`src/hdl/cfws_pkg.sv`:
```
// cfws_pkg: shared types and constants of the circular fifo with search
// commands, status codes, controller states, result record and stream field layout
// no dependencies

package cfws_pkg;

	localparam int CMD_W       = 2;
	localparam int VAL_W       = 32;
	localparam int STATUS_W    = 2;
	localparam int SLOT_W      = 3;
	localparam int OCC_W       = 4;

	localparam int IN_TDATA_W  = 40;
	localparam int IN_CMD_LSB  = 0;
	localparam int IN_VAL_LSB  = IN_CMD_LSB + CMD_W;

	localparam int OUT_STATUS_LSB = 0;
	localparam int OUT_VOUT_LSB   = OUT_STATUS_LSB + STATUS_W;
	localparam int OUT_SLOT_LSB   = OUT_VOUT_LSB + VAL_W;
	localparam int OUT_OCC_LSB    = OUT_SLOT_LSB + SLOT_W;
	localparam int OUT_EMPTY_LSB  = OUT_OCC_LSB + OCC_W;
	localparam int OUT_FULL_LSB   = OUT_EMPTY_LSB + 1;
	localparam int OUT_HEAD_LSB   = OUT_FULL_LSB + 1;
	localparam int OUT_TAIL_LSB   = OUT_HEAD_LSB + VAL_W;
	localparam int OUT_USED_W     = OUT_TAIL_LSB + VAL_W;
	localparam int OUT_TDATA_W    = 112;
	localparam int OUT_PAD_W      = OUT_TDATA_W - OUT_USED_W;

	typedef enum logic [CMD_W-1:0] {
		CMD_ENQ    = 2'd0,
		CMD_DEQ    = 2'd1,
		CMD_SEARCH = 2'd2
	} cmd_e_t;

	typedef enum logic [STATUS_W-1:0] {
		ST_OK        = 2'd0,
		ST_FULL      = 2'd1,
		ST_EMPTY     = 2'd2,
		ST_NOT_FOUND = 2'd3
	} status_e_t;

	typedef enum logic [2:0] {
		S_IDLE,
		S_EXEC,
		S_DEQ_CAP,
		S_SR_RD,
		S_SR_CMP,
		S_HT_RD,
		S_HT_CAP
	} state_e_t;

	typedef struct packed {
		status_e_t          status;
		logic [VAL_W-1:0]   value_out;
		logic [SLOT_W-1:0]  found_slot;
		logic [OCC_W-1:0]   occupancy;
		logic               is_empty;
		logic               is_full;
		logic [VAL_W-1:0]   head_value;
		logic [VAL_W-1:0]   tail_value;
	} result_t;

endpackage

```
`src/hdl/cfws_ram.sv`:
```
// cfws_ram: generic ram, one write port and two read ports with registered read data
// no dependencies

module cfws_ram #(
	parameter int WIDTH = 32,
	parameter int DEPTH = 8
) (
	input  logic                                   clk,
	input  logic                                   we,
	input  logic [(DEPTH > 1 ? $clog2(DEPTH) : 1)-1:0] waddr,
	input  logic [WIDTH-1:0]                       wdata,
	input  logic [(DEPTH > 1 ? $clog2(DEPTH) : 1)-1:0] raddr_a,
	input  logic [(DEPTH > 1 ? $clog2(DEPTH) : 1)-1:0] raddr_b,
	output logic [WIDTH-1:0]                       rdata_a,
	output logic [WIDTH-1:0]                       rdata_b
);

	logic [WIDTH-1:0] mem [DEPTH];

	always_ff @(posedge clk) begin
		if (we) begin
			mem[waddr] <= wdata;
		end
		rdata_a <= mem[raddr_a];
		rdata_b <= mem[raddr_b];
	end

endmodule

```
`src/hdl/cfws_ctrl.sv`:
```
// cfws_ctrl: command sequencer, front and rear pointers, occupancy and search walk
// depends on cfws_pkg; drives the ports of one cfws_ram

module cfws_ctrl #(
	parameter int DEPTH      = 8,
	parameter int DATA_WIDTH = 32,
	parameter int AW         = (DEPTH > 1) ? $clog2(DEPTH) : 1
) (
	input  logic                          clk,
	input  logic                          arst_n,
	input  logic                          in_valid,
	output logic                          in_ready,
	input  logic [cfws_pkg::CMD_W-1:0]    in_cmd,
	input  logic [cfws_pkg::VAL_W-1:0]    in_val,
	output logic                          wr_en,
	output logic [AW-1:0]                 wr_addr,
	output logic [DATA_WIDTH-1:0]         wr_data,
	output logic [AW-1:0]                 rd_addr_a,
	output logic [AW-1:0]                 rd_addr_b,
	input  logic [DATA_WIDTH-1:0]         rd_data_a,
	input  logic [DATA_WIDTH-1:0]         rd_data_b,
	input  logic                          out_free,
	output logic                          res_load,
	output cfws_pkg::result_t             res
);

	localparam int CW = $clog2(DEPTH + 1);

	cfws_pkg::state_e_t  state_q, state_nxt;
	logic [CW-1:0]       count_q;
	logic [AW-1:0]       head_q;
	logic [AW-1:0]       tail_q;
	logic [AW-1:0]       pos_q;
	logic [CW-1:0]       scan_q;
	logic [cfws_pkg::CMD_W-1:0] cmd_q;
	logic [DATA_WIDTH-1:0]      val_q;
	cfws_pkg::status_e_t        status_q;
	logic [cfws_pkg::VAL_W-1:0] vout_q;
	logic [AW-1:0]              slot_q;
	logic                       empty;
	logic                       full;
	logic                       hit;
	logic                       scan_last;
	logic [AW-1:0]              tail_inc;

	function automatic logic [AW-1:0] inc_idx(input logic [AW-1:0] i);
		return (i == AW'(DEPTH - 1)) ? '0 : i + 1'b1;
	endfunction

	assign empty     = (count_q == '0);
	assign full      = (count_q == CW'(DEPTH));
	assign hit       = (rd_data_a == val_q);
	assign scan_last = ((scan_q + 1'b1) == count_q);
	assign tail_inc  = inc_idx(tail_q);

	always_comb begin
		state_nxt = state_q;
		unique case (state_q)
			cfws_pkg::S_IDLE: begin
				if (in_valid) state_nxt = cfws_pkg::S_EXEC;
			end
			cfws_pkg::S_EXEC: begin
				case (cmd_q)
					cfws_pkg::CMD_DEQ:    state_nxt = empty ? cfws_pkg::S_HT_RD : cfws_pkg::S_DEQ_CAP;
					cfws_pkg::CMD_SEARCH: state_nxt = empty ? cfws_pkg::S_HT_RD : cfws_pkg::S_SR_RD;
					default:              state_nxt = cfws_pkg::S_HT_RD;
				endcase
			end
			cfws_pkg::S_DEQ_CAP: state_nxt = cfws_pkg::S_HT_RD;
			cfws_pkg::S_SR_RD:   state_nxt = cfws_pkg::S_SR_CMP;
			cfws_pkg::S_SR_CMP: begin
				state_nxt = (hit || scan_last) ? cfws_pkg::S_HT_RD : cfws_pkg::S_SR_RD;
			end
			cfws_pkg::S_HT_RD:   state_nxt = cfws_pkg::S_HT_CAP;
			cfws_pkg::S_HT_CAP: begin
				if (out_free) state_nxt = cfws_pkg::S_IDLE;
			end
			default: state_nxt = cfws_pkg::S_IDLE;
		endcase
	end

	always_comb begin
		in_ready  = (state_q == cfws_pkg::S_IDLE);
		wr_en     = (state_q == cfws_pkg::S_EXEC) && (cmd_q == cfws_pkg::CMD_ENQ) && !full;
		wr_addr   = tail_inc;
		wr_data   = val_q;
		rd_addr_a = (state_q == cfws_pkg::S_SR_RD) ? pos_q : head_q;
		rd_addr_b = tail_q;
		res_load  = (state_q == cfws_pkg::S_HT_CAP) && out_free;
	end

	always_comb begin
		res.status     = status_q;
		res.value_out  = vout_q;
		res.found_slot = cfws_pkg::SLOT_W'(slot_q);
		res.occupancy  = cfws_pkg::OCC_W'(count_q);
		res.is_empty   = empty;
		res.is_full    = full;
		res.head_value = empty ? '0 : cfws_pkg::VAL_W'(signed'(rd_data_a));
		res.tail_value = empty ? '0 : cfws_pkg::VAL_W'(signed'(rd_data_b));
	end

	always_ff @(posedge clk or negedge arst_n) begin
		if (!arst_n) begin
			state_q <= cfws_pkg::S_IDLE;
			head_q  <= '0;
			tail_q  <= AW'(DEPTH - 1);
			count_q <= '0;
		end else begin
			state_q <= state_nxt;
			if (wr_en) begin
				tail_q  <= tail_inc;
				count_q <= count_q + 1'b1;
			end
			if (state_q == cfws_pkg::S_DEQ_CAP) begin
				head_q  <= inc_idx(head_q);
				count_q <= count_q - 1'b1;
			end
		end
	end

	// payload and search walk registers
	always_ff @(posedge clk) begin
		case (state_q)
			cfws_pkg::S_IDLE: begin
				cmd_q <= in_cmd;
				val_q <= DATA_WIDTH'(in_val);
			end
			cfws_pkg::S_EXEC: begin
				status_q <= cfws_pkg::ST_OK;
				vout_q   <= '0;
				slot_q   <= '0;
				pos_q    <= head_q;
				scan_q   <= '0;
				case (cmd_q)
					cfws_pkg::CMD_ENQ: begin
						if (full) status_q <= cfws_pkg::ST_FULL;
					end
					cfws_pkg::CMD_DEQ: begin
						if (empty) status_q <= cfws_pkg::ST_EMPTY;
					end
					cfws_pkg::CMD_SEARCH: begin
						if (empty) status_q <= cfws_pkg::ST_NOT_FOUND;
					end
					default: ;
				endcase
			end
			cfws_pkg::S_DEQ_CAP: begin
				vout_q <= cfws_pkg::VAL_W'(signed'(rd_data_a));
			end
			cfws_pkg::S_SR_CMP: begin
				if (hit) begin
					slot_q <= pos_q;
				end else if (scan_last) begin
					status_q <= cfws_pkg::ST_NOT_FOUND;
				end else begin
					pos_q  <= inc_idx(pos_q);
					scan_q <= scan_q + 1'b1;
				end
			end
			default: ;
		endcase
	end

endmodule

```
`src/hdl/circular_fifo_with_search.sv`:
```
// circular_fifo_with_search: ring-buffer queue with enqueue, dequeue and search commands
// depends on cfws_pkg, cfws_ram, cfws_ctrl
//
//   channel   dir  fields (lowest bit up)
//   s_axis    in   tdata: cmd[1:0], value_in[33:2], zero pad to 40 bits
//   m_axis    out  tdata: status, value_out, found_slot, occupancy, is_empty, is_full,
//                        head_value, tail_value, zero pad to 112 bits
//
// one command at a time: enqueue and no-op go through exec, head/tail read and capture;
// dequeue also captures the front value, search reads and compares entries up to a hit
// or the last one (neither when empty); the slot ram read is registered, once per compare
// reset sets state, pointers, occupancy and output valid; slot contents stay unknown until written
// a result waiting in the output register does not block the next input transfer;
// a stalled output holds the following result back in the controller

module circular_fifo_with_search #(
	parameter int DEPTH      = 8,
	parameter int DATA_WIDTH = 32
) (
	input  logic                                clk,
	input  logic                                arst_n,
	input  logic                                s_axis_tvalid,
	output logic                                s_axis_tready,
	input  logic [cfws_pkg::IN_TDATA_W-1:0]     s_axis_tdata,  // cmd, value_in
	output logic                                m_axis_tvalid,
	input  logic                                m_axis_tready,
	output logic [cfws_pkg::OUT_TDATA_W-1:0]    m_axis_tdata   // status .. tail_value
);

	localparam int AW = (DEPTH > 1) ? $clog2(DEPTH) : 1;

	logic                   wr_en;
	logic [AW-1:0]          wr_addr;
	logic [DATA_WIDTH-1:0]  wr_data;
	logic [AW-1:0]          rd_addr_a;
	logic [AW-1:0]          rd_addr_b;
	logic [DATA_WIDTH-1:0]  rd_data_a;
	logic [DATA_WIDTH-1:0]  rd_data_b;
	logic                   out_free;
	logic                   res_load;
	cfws_pkg::result_t      res;
	logic                   out_valid_q;
	logic [cfws_pkg::OUT_TDATA_W-1:0] out_data_q;

	cfws_ram #(
		.WIDTH (DATA_WIDTH),
		.DEPTH (DEPTH)
	) u_ram (
		.clk     (clk),
		.we      (wr_en),
		.waddr   (wr_addr),
		.wdata   (wr_data),
		.raddr_a (rd_addr_a),
		.raddr_b (rd_addr_b),
		.rdata_a (rd_data_a),
		.rdata_b (rd_data_b)
	);

	cfws_ctrl #(
		.DEPTH      (DEPTH),
		.DATA_WIDTH (DATA_WIDTH),
		.AW         (AW)
	) u_ctrl (
		.clk       (clk),
		.arst_n    (arst_n),
		.in_valid  (s_axis_tvalid),
		.in_ready  (s_axis_tready),
		.in_cmd    (s_axis_tdata[cfws_pkg::IN_CMD_LSB +: cfws_pkg::CMD_W]),
		.in_val    (s_axis_tdata[cfws_pkg::IN_VAL_LSB +: cfws_pkg::VAL_W]),
		.wr_en     (wr_en),
		.wr_addr   (wr_addr),
		.wr_data   (wr_data),
		.rd_addr_a (rd_addr_a),
		.rd_addr_b (rd_addr_b),
		.rd_data_a (rd_data_a),
		.rd_data_b (rd_data_b),
		.out_free  (out_free),
		.res_load  (res_load),
		.res       (res)
	);

	assign out_free = !out_valid_q || m_axis_tready;

	always_ff @(posedge clk or negedge arst_n) begin
		if (!arst_n) begin
			out_valid_q <= 1'b0;
		end else if (res_load) begin
			out_valid_q <= 1'b1;
		end else if (m_axis_tready) begin
			out_valid_q <= 1'b0;
		end
	end

	always_ff @(posedge clk) begin
		if (res_load) begin
			out_data_q <= {{cfws_pkg::OUT_PAD_W{1'b0}}, res.tail_value, res.head_value,
			               res.is_full, res.is_empty, res.occupancy, res.found_slot,
			               res.value_out, res.status};
		end
	end

	assign m_axis_tvalid = out_valid_q;
	assign m_axis_tdata  = out_data_q;

endmodule

```
`config.mk`:
```
export PLATFORM = sky130hd
export DESIGN_NAME = circular_fifo_with_search
export DESIGN_NICKNAME = d
export VERILOG_FILES = /design/src/hdl/cfws_pkg.sv /design/src/hdl/cfws_ram.sv /design/src/hdl/cfws_ctrl.sv /design/src/hdl/circular_fifo_with_search.sv
export SDC_FILE = /design/constraint.sdc
export NUM_CORES = 1
export LEC_CHECK = 0
export BUFFER_PORTS_ARGS = -buffer_cell sky130_fd_sc_hd__clkbuf_2
export CAP_MARGIN = 30
export CORE_ASPECT_RATIO = 1.2
export CORE_MARGIN = 4
export CORE_UTILIZATION = 36
export CTS_BUF_LIST = sky130_fd_sc_hd__clkbuf_2
export DETAILED_ROUTE_END_ITERATION = 12
export GPL_TIMING_DRIVEN = 0
export PLACE_DENSITY_LB_ADDON = 0.3
export SYNTH_ARGS = -nofsm -noshare
export SYNTH_HDL_FRONTEND = slang
export SYNTH_HIERARCHICAL = 1
export SYNTH_SLANG_ARGS = --single-unit
export TNS_END_PERCENT = 30
```
`constraint.sdc`:
```
create_clock -name clk -period 4.3 [get_ports clk]
set_clock_uncertainty 0.05 [all_clocks]
set_input_delay 1.075 -clock clk [delete_from_list [all_inputs] [get_ports clk]]
set_output_delay 1.075 -clock clk [all_outputs]
set_load 0.005 [all_outputs]
```
Word level (Yosys, flattened, before mapping)
Memories as Yosys holds them, arrays and structs flattened. A register that Yosys moved wholly into a read port is not among the register bits.
Cells that the tools add are included.
W data, S select, Z words.
{"block": "totals", "ff_bits": 199, "mem_bits_rw": 256, "inputBits": 44, "wordCells": 92, "n_memories": 1}
{"block": "op_classes", "n_addsub": 6, "eq_ne": 20, "muxes": 33, "n_reduce_logical": 18}
{"name": "u_ram.mem", "words": 8, "width": 32, "read_ports": 2, "rd_clocked_by_memory_dff": 2, "write_ports": 1, "line": "cfws_ram.sv:18", "source": "logic [WIDTH-1:0] mem [DEPTH];"}
{"cell": "$pmux W32 S2", "count": 1}
{"cell": "$mux W3", "count": 12}
{"cell": "$eq A32 B32 Y1", "count": 1}
{"cell": "$pmux W3 S7", "count": 1}
{"cell": "$eq A3 B3 Y1 const B", "count": 6}
{"cell": "$pmux W3 S2", "count": 3}
{"cell": "$mux W4", "count": 4}
{"cell": "$add A3 B1 Y3 const B", "count": 3}
{"cell": "$add A4 B1 Y4 const B", "count": 2}
{"cell": "$mux W2", "count": 4}
{"cell": "$pmux W4 S2", "count": 1}
{"cell": "$reduce_bool A2 Y1", "count": 4}
{"cell": "$eq A3 B2 Y1 const B", "count": 2}
{"cell": "$ne A2 B1 Y1 const B", "count": 3}
{"cell": "$ne A2 B2 Y1 const B", "count": 3}
{"cell": "$pmux W2 S3", "count": 1}
{"cell": "$reduce_and A3 Y1", "count": 2}
{"cell": "$mux W1", "count": 5}
{"cell": "$eq A4 B4 Y1", "count": 1}
{"cell": "$eq A4 B4 Y1 const B", "count": 1}
{"cell": "$logic_not A4 Y1", "count": 1}
{"cell": "$pmux W2 S2", "count": 1}
{"cell": "$reduce_and A2 Y1", "count": 2}
{"cell": "$sub A4 B1 Y4 const B", "count": 1}
{"cell": "8 further kinds", "count": 12}

Logic depth before layout (Yosys ltp)
Gate-level depths: netlist (run 1).
{"block": "depth", "depth_word": 5, "ltp_mapped": 10}

Modules after synthesis
Netlist (run 1), hierarchy kept.
{"module": "cfws_ram", "instances": 1, "cells_each": 561, "area_per_inst_um2": 13180.1}
{"module": "cfws_ctrl", "instances": 1, "cells_each": 370, "area_per_inst_um2": 4550.6}
{"module": "circular_fifo_with_search", "instances": 1, "cells_each": 116, "area_per_inst_um2": 3301.9}

Worst setup path before layout (run 1)
OpenSTA, ideal clock, no wires.
{"block": "synth_timing", "path_type": "flip-flop to output port", "startpoint": "register u_ctrl.state_q[1]", "endpoint": "output port s_axis_tready", "t_arrival_ps": 3241, "required_time_ps": 3175, "setup_slack_ps": -66, "stages_incl_launch_ff": 4, "n_path_buf": 2, "path_cell_list": "dfrtp_1 clkbuf_1 clkbuf_1 nor3_1"}
{"block": "synth_via", "elab_chain_len": 1}
{"element": "start, declared", "line": "cfws_ctrl.sv:29", "source": "cfws_pkg::state_e_t state_q, state_nxt;"}
{"element": "start signal, assigned", "line": "cfws_ctrl.sv:105", "source": "state_q <= cfws_pkg::S_IDLE;"}
{"element": "start signal, assigned", "line": "cfws_ctrl.sv:110", "source": "state_q <= state_nxt;"}
{"element": "$logic_not A3 Y1", "line": "cfws_ctrl.sv:83", "source": "in_ready = (state_q == cfws_pkg::S_IDLE);"}
{"element": "end, declared", "line": "circular_fifo_with_search.sv:23", "source": "output logic s_axis_tready,"}
Every way passes these cells.

Worst setup path after layout (run 1)
Ends and elaborated chain as after synthesis.

==> reports/summary.txt, run 1 <==
Outcome: finished clean
Initial antenna violation count: 3
Final hold slack: 0.2493 ns
VDD IR max: 311.0 uV
Mapped Cells: 1047
Max cap viols: 0
Worst EP arrival: 2.88 ns
Number of flops mapped to enable cells by yosys: 441
Final Net Count: 1444
Post-synth ARST share: 0.02697
Crit path launch type: flip-flop
Dominant synthesized flop cell: edfxtp_1
Area grow syn2layout: 17.66%
Pre-CTS setup slack: 0.7763 ns
Worst skew pair latency: 1.22 ns
Die Y: 272.8 um
Worst setup EP type: output pin
Top Ports: 158
Pins Over Slew Limit: 0
Worst path required time: 3.17 ns
Row count: 96
Initial core utilization: 0.3656
Final Non-Filler Cells: 2231
Routed len/inst: 22.72 um
Share of post-route cells with drive strength above 1: 0.3708
Max_slew headroom: 0.4056
RSZ-0062 raised after global routing: no
Hold Violations, Final: 0
Fmax: 249.9 MHz
Detailed Route Iter0 Violations: 794
Post-route ant nets: 0
Vias in the first global route: 12120
Setup-failing EPs final: 0
Synth cell types: 52
HP Class: input pin to async pin
Die W: 228.7 um
Post-layout worst setup margin: 0.2982 ns
Setup CP Type: flip-flop to output pin
Dpl cell area: 0.02310 mm2
Placer Congestion: 0.7797
Post-synthesis sequential area ratio: 0.7074
Via count: 11220
Yosys warning count: 6
DR pass1 iterations: 5
H-tree depth: 4
Clk sink count: 519
Dpl hpwl: 33.64 mm
Via/cell ratio: 5.028
Final core occ: 0.4301
Worst slew pin tran: 0.8835 ns
Syn_area_per_cell: 20.09 um2
Cell area after layout: 0.02475 mm2
TritonCTS clock tree: built
Pin count of the biggest net entering global routing: 62
Maximum clock path buffer count: 3
FILL cells: 5124
Mapped cell area: 0.02103 mm2
Num CTS Buffers: 131
Core ar.: 0.05754 mm2
Pwr dens: 670.6 mW/mm2
First-pass GRT wire length: 75.42 mm
Clk slew on worst S/H paths: 0.10 ns
Input/output buffers: 146
Routed WL: 50.70 mm
Global Route Usage Sum: 0.1646
Storage cell area: 0.01488 mm2
Fin crit period: 4.002 ns
P_leak: 9.083 nW
CTS root buffer: clkbuf_2
Multi-input logic area: 0.005842 mm2
Synth Register Bits: 519
Placed cells: 1950
Die area: 0.06237 mm2
Crit share post-route: 0.9306
Crit-path max FO: 15
Residual DRC: 0
GRT overflow: 0
==> logic make-up (layout without fill, tap and decap cells) <==
family,Yosys count,count (layout),share of synthesized area
compound gates,25,25,0.007673
simple gates,180,180,0.04997
buf+inv,70,513,0.01933
flops,519,519,0.7074
other cells,1,7,0.0001783
fa+ha+maj,14,14,0.008686
xor+xnor,42,42,0.01886
mux,196,196,0.1879
==> power by group <==
| group | internal (mW) | switching (mW) | leakage (nW) |
|---|---|---|---|
| registers | 7.04 | 0.745 | 4.74 |
| logic | 2.53 | 2.85 | 3.38 |
| clock network | 1.44 | 1.99 | 0.965 |
| total | 11.0 | 5.58 | 9.08 |
==> path summary, 6_finish.rpt <==
kind / startpoint / to / slack (ns) / cells past startpoint
worst max-delay path: u_ctrl/state_q[1] / s_axis_tready / 0.30 / 6
worst min register to register: u_ctrl/vout_q[7] / m_axis_tdata[9] / 0.36 / 0
max in group asynchronous: arst_n / u_ctrl/rd_addr_b[2] / 3.64 / 2
min in group clk: u_ctrl/vout_q[7] / m_axis_tdata[9] / 0.36 / 0
worst max register to register: u_ctrl/state_q[1] / u_ram/rdata_a[21] / 1.18 / 7
worst min-delay path: arst_n / u_ctrl/head_q[0] / 0.25 / 2
==> registers in the layout (all words and copies together) (netlist names) <==
name / count
u_ctrl/rd_addr_b: 3
u_ram/rdata_b: 32
u_ctrl/cmd_q: 2
u_ram/rdata_a: 32
m_axis_tvalid: 1
u_ctrl/head_q: 3
u_ctrl/count_q: 4
u_ctrl/scan_q: 4
u_ctrl/status_q: 2
u_ram/mem: 256
u_ctrl/slot_q: 3
u_ctrl/wr_data: 32
u_ctrl/state_q: 3
u_ctrl/pos_q: 3
m_axis_tdata: 107
u_ctrl/vout_q: 32
==> layout make-up <==
type	count	area share
diodes	2	0.0002022
flip-flops and latches	519	0.6012
clock buffers	202	0.04085
clock inverters	39	0.01011
well taps	735	0.03716
inverters	8	0.001213
multi-input cells	462	0.2361
repair buffers	202	0.05784
plain buffers	62	0.01537
==> layout by cell type, fill, tap and decap left out, types with 20 or more instances in the layout <==
master	n
and2_1	68
and3_1	33
buf_6	20
clkbuf_2	348
clkinv_1	21
dfxtp_1	64
dlygate4sd3_1	37
edfxtp_1	441
mux2_2	67
mux4_1	80
mux4_2	48
nand2_1	27
xor2_1	35
==> what timing repair did <==
item	4_1_cts	5_1_grt
pin swaps	1	0
endpoints found under the setup margin	1	1
gates cloned	0	0
gates resized for setup	2	1
hold buffers	37	0
hold endpoints to repair	50	0
buffers inserted	1	0
==> synthesized netlist by cell type (all sizes together), types with 8 or more instances <==
master    n  area [um2]
edfxtp  441       13240
mux4    128        3183
and2     69       434.2
mux2     68       769.5
dfxtp    64        1281
buf      44       309.0
xor2     35       306.5
and3     34       212.7
nand2    27       101.4
clkbuf   18       67.56
nor2     17       63.81
ha       13       162.7
dfrtp    11       275.3
inv       8       30.03
nand2b    8       67.57
nor4      8       50.05
o21ai     8       43.79
==> stage by stage <==
step	power [mW]	setup TNS [ns]
floorplan	11.16	0
global placement	13.14	-525.31
detailed placement	13.34	0
CTS	16.89	0
global route	17.62	0
finish	16.59	0
==> layer usage <==
metal / track usage / up-vias / wire (um)
met4: 0.06770 / 0 / 1421
li1: - / 5008 / -
met3: 0.04921 / 87 / 3437
met1: 0.2011 / 5736 / 20420
met2: 0.2743 / 386 / 25420
met5: 0 / - / 0
==> worst max-delay path, stage by stage (launching register included) <==
cell,delay [ns]
dfrtp_1,0.41
clkbuf_1,0.23
buf_4,0.27
nor3_4,0.19
buf_8,0.22
buf_16,0.18
clkbuf_2,0.13
Power figures use the tool's default switching activity.
==> inputs of run 2 (changes only) <==
CORE_MARGIN = 2   (was 4)
clock period = 3.61 ns   (was 4.3 ns; I/O delays follow)
==> run 2 against run 1 <==
Worst setup slack worse by 0.040 ns. Final cell count up 0.18%. Critical path depth down 2. First-iteration DRC count down 0.38%.
==> reports/summary.txt, run 2 (synthesis gave the netlist of run 1 again) <==
Post-route ant nets: 0 (unchanged)
Max cap viols: 0 (unchanged)
Dpl hpwl: 33.80 mm (was 33.64 mm)
Core ar.: 0.05813 mm2 (was 0.05754 mm2)
CTS root buffer: clkbuf_2 (unchanged)
VDD IR max: 381.7 uV (was 311.0 uV)
Crit path launch type: flip-flop (unchanged)
Die area: 0.06038 mm2 (was 0.06237 mm2)
Fmax: 298.4 MHz
Pin count of the biggest net entering global routing: 44 (was 62)
Worst setup EP type: output pin (unchanged)
Routed len/inst: 22.98 um (was 22.72 um)
Sw frac: 0.3412 (was 0.3364)
Die Y: 268.8 um (was 272.8 um)
P_leak: 9.045 nW (was 9.083 nW)
Routed WL: 51.36 mm (was 50.70 mm)
H-tree depth: 4 (unchanged)
Num CTS Buffers: 132 (was 131)
Power share of the clock group: 0.204 (was 0.206)
Seq pwr share: 0.469 (about the same)
Top Ports: 158 (unchanged)
Initial core utilization: 0.3618 (was 0.3656)
Setup CP Type: flip-flop to output pin (unchanged)
Die W: 224.7 um (was 228.7 um)
Net Sw Power: 6.770 mW (was 5.582 mW)
Via/cell ratio: 5.104 (was 5.028)
HP Class: input pin to async pin (unchanged)
Crit share post-route: 0.9283
Via count: 11410 (was 11220)
Most frequent cells in the layout: 441 x edfxtp_1, 337 x clkbuf_2, 80 x mux4_1 (was 441 x edfxtp_1, 348 x clkbuf_2, 80 x mux4_1)
Maximum clock path buffer count: 3 (unchanged)
TritonCTS clock tree: built (unchanged)
DR pass1 iterations: 5 (unchanged)
Global Route Usage Sum: 0.1724 (was 0.1646)
Max reg flops: 256 (unchanged)
Row count: 97 (was 96)
Commonest non-fill, non-tap cell in the layout: edfxtp_1 (unchanged)
Largest register by flop count: u_ram/mem (unchanged)
Worst slew pin tran: 0.9470 ns (was 0.8835 ns)
Placer Congestion: 0.7809 (was 0.7797)
Input/output buffers: 146 (unchanged)
Share of post-route cells with drive strength above 1: 0.3604 (was 0.3708)
First-pass GRT wire length: 74.48 mm (was 75.42 mm)
Fin crit period: 3.351 ns
RSZ-0062 raised after global routing: no (unchanged)
Power share of the combinational group: 0.327 (was 0.324)
Pins Over Slew Limit: 0 (unchanged)
FILL cells: 5229 (was 5124)
Residual DRC: 0 (unchanged)
Clk sink count: 519 (unchanged)
Area grow syn2layout: 17.78% (was 17.66%)
Hold Violations, Final: 0 (unchanged)
Clk slew on worst S/H paths: 0.10 ns (about the same)
Setup-failing EPs final: 0 (unchanged)
Worst EP arrival: 2.40 ns (was 2.88 ns)
Overall Power: 19.84 mW (was 16.59 mW)
Max_slew headroom: 0.3686 (was 0.4056)
Vias in the first global route: 11870 (was 12120)
Crit-path max FO: 15 (unchanged)
Pwr dens: 800.9 mW/mm2 (was 670.6 mW/mm2)
Worst path required time: 2.66 ns (was 3.17 ns)
Worst skew pair latency: 1.22 ns (about the same)
Initial antenna violation count: 2 (was 3)
Final Net Count: 1445 (was 1444)
GRT overflow: 0 (unchanged)
Outcome: finished clean (unchanged)
Final TNS setup: 0 ns (unchanged)
Internal power: 13.07 mW (was 11.01 mW)
Detailed Route Iter0 Violations: 791 (was 794)
-- run 2: cell count changes in the layout (fill, tap and decap cells not counted), sizes merged --
cell	previous run	this run
clkinv	25	37
clkbuf	365	354
inv	16	11
buf	64	63
diode	2	3
dlygate4sd3	37	38
-- run 2: worst max-delay path, cell delays in order, from the launching register on --
cell      delay (ns)
dfrtp_1         0.42
buf_2           0.21
nor3_4          0.21
buf_12          0.19
clkbuf_2        0.14
-- run 2: per-stage QoR --
stage,cell area (um2),instances,utilization,hold slack (ns),setup WS (ns)
after CTS,24770,2232,0.4260,0.03669,0.04869
final,24770,2235,0.4261,0.2195,0.2587
after global routing,24770,2234,0.4261,0.09115,0.05305
after global placement,22720,1939,0.3908,0.3530,-2.422
after detailed placement,23140,1956,0.3980,0.3566,0.3968
after floorplan,21060,1051,-,0.3503,-0.5034
-- run 2: per-layer routing --
metal  up-vias  track usage  part of all wire
li1       5013            -                 -
met1      5906       0.2151              0.42
met2       394       0.2826              0.49
met3        95      0.04718             0.062
met4         0      0.07571             0.026
met5         -            0                 0
-- run 2: worst paths after layout --
kind | startpoint | to | slack [ns] | cells past startpoint
worst max-delay path | u_ctrl/state_q[0] | s_axis_tready | 0.26 | 4
max in group asynchronous | arst_n | u_ctrl/head_q[2] | 2.33 | 3
worst max register to register | u_ctrl/state_q[2] | u_ram/mem[0][23] | 0.43 | 9
worst min register to register | u_ctrl/vout_q[17] | m_axis_tdata[19] | 0.37 | 0
min in group clk | s_axis_tdata[30] | u_ctrl/wr_data[28] | 0.34 | 2
worst min-delay path | arst_n | u_ctrl/rd_addr_b[2] | 0.22 | 2
-- run 2: repair_timing --
item | CTS | global route
setup endpoints to repair | 1 | 0
resized for setup | 4 | 0
hold buffers | 38 | 0
buffers inserted | 3 | 0
hold endpoints to repair | 51 | 0
-- run 2: power groups by stage --
stage	Combinational [mW]	Sequential [mW]	Clock (mW)
floorplan	4.22	9.09	0
global route	6.94	9.46	4.49
CTS	6.59	9.32	4.22
finish	6.49	9.30	4.04
detailed placement	6.49	9.44	0
global placement	6.17	9.49	0
-- run 2: cell type report --
cell class	count	area, um2	area share
repair buffers	203	1469	0.05930
plain buffers	61	382.9	0.01546
diodes	3	7.507	0.0003030
clock inverters	46	265.3	0.01071
multi-input cells	462	5854	0.2363
inverters	8	30.03	0.001212
well taps	742	928.4	0.03748
flip-flops and latches	519	14880	0.6006
clock buffers	191	955.9	0.03859
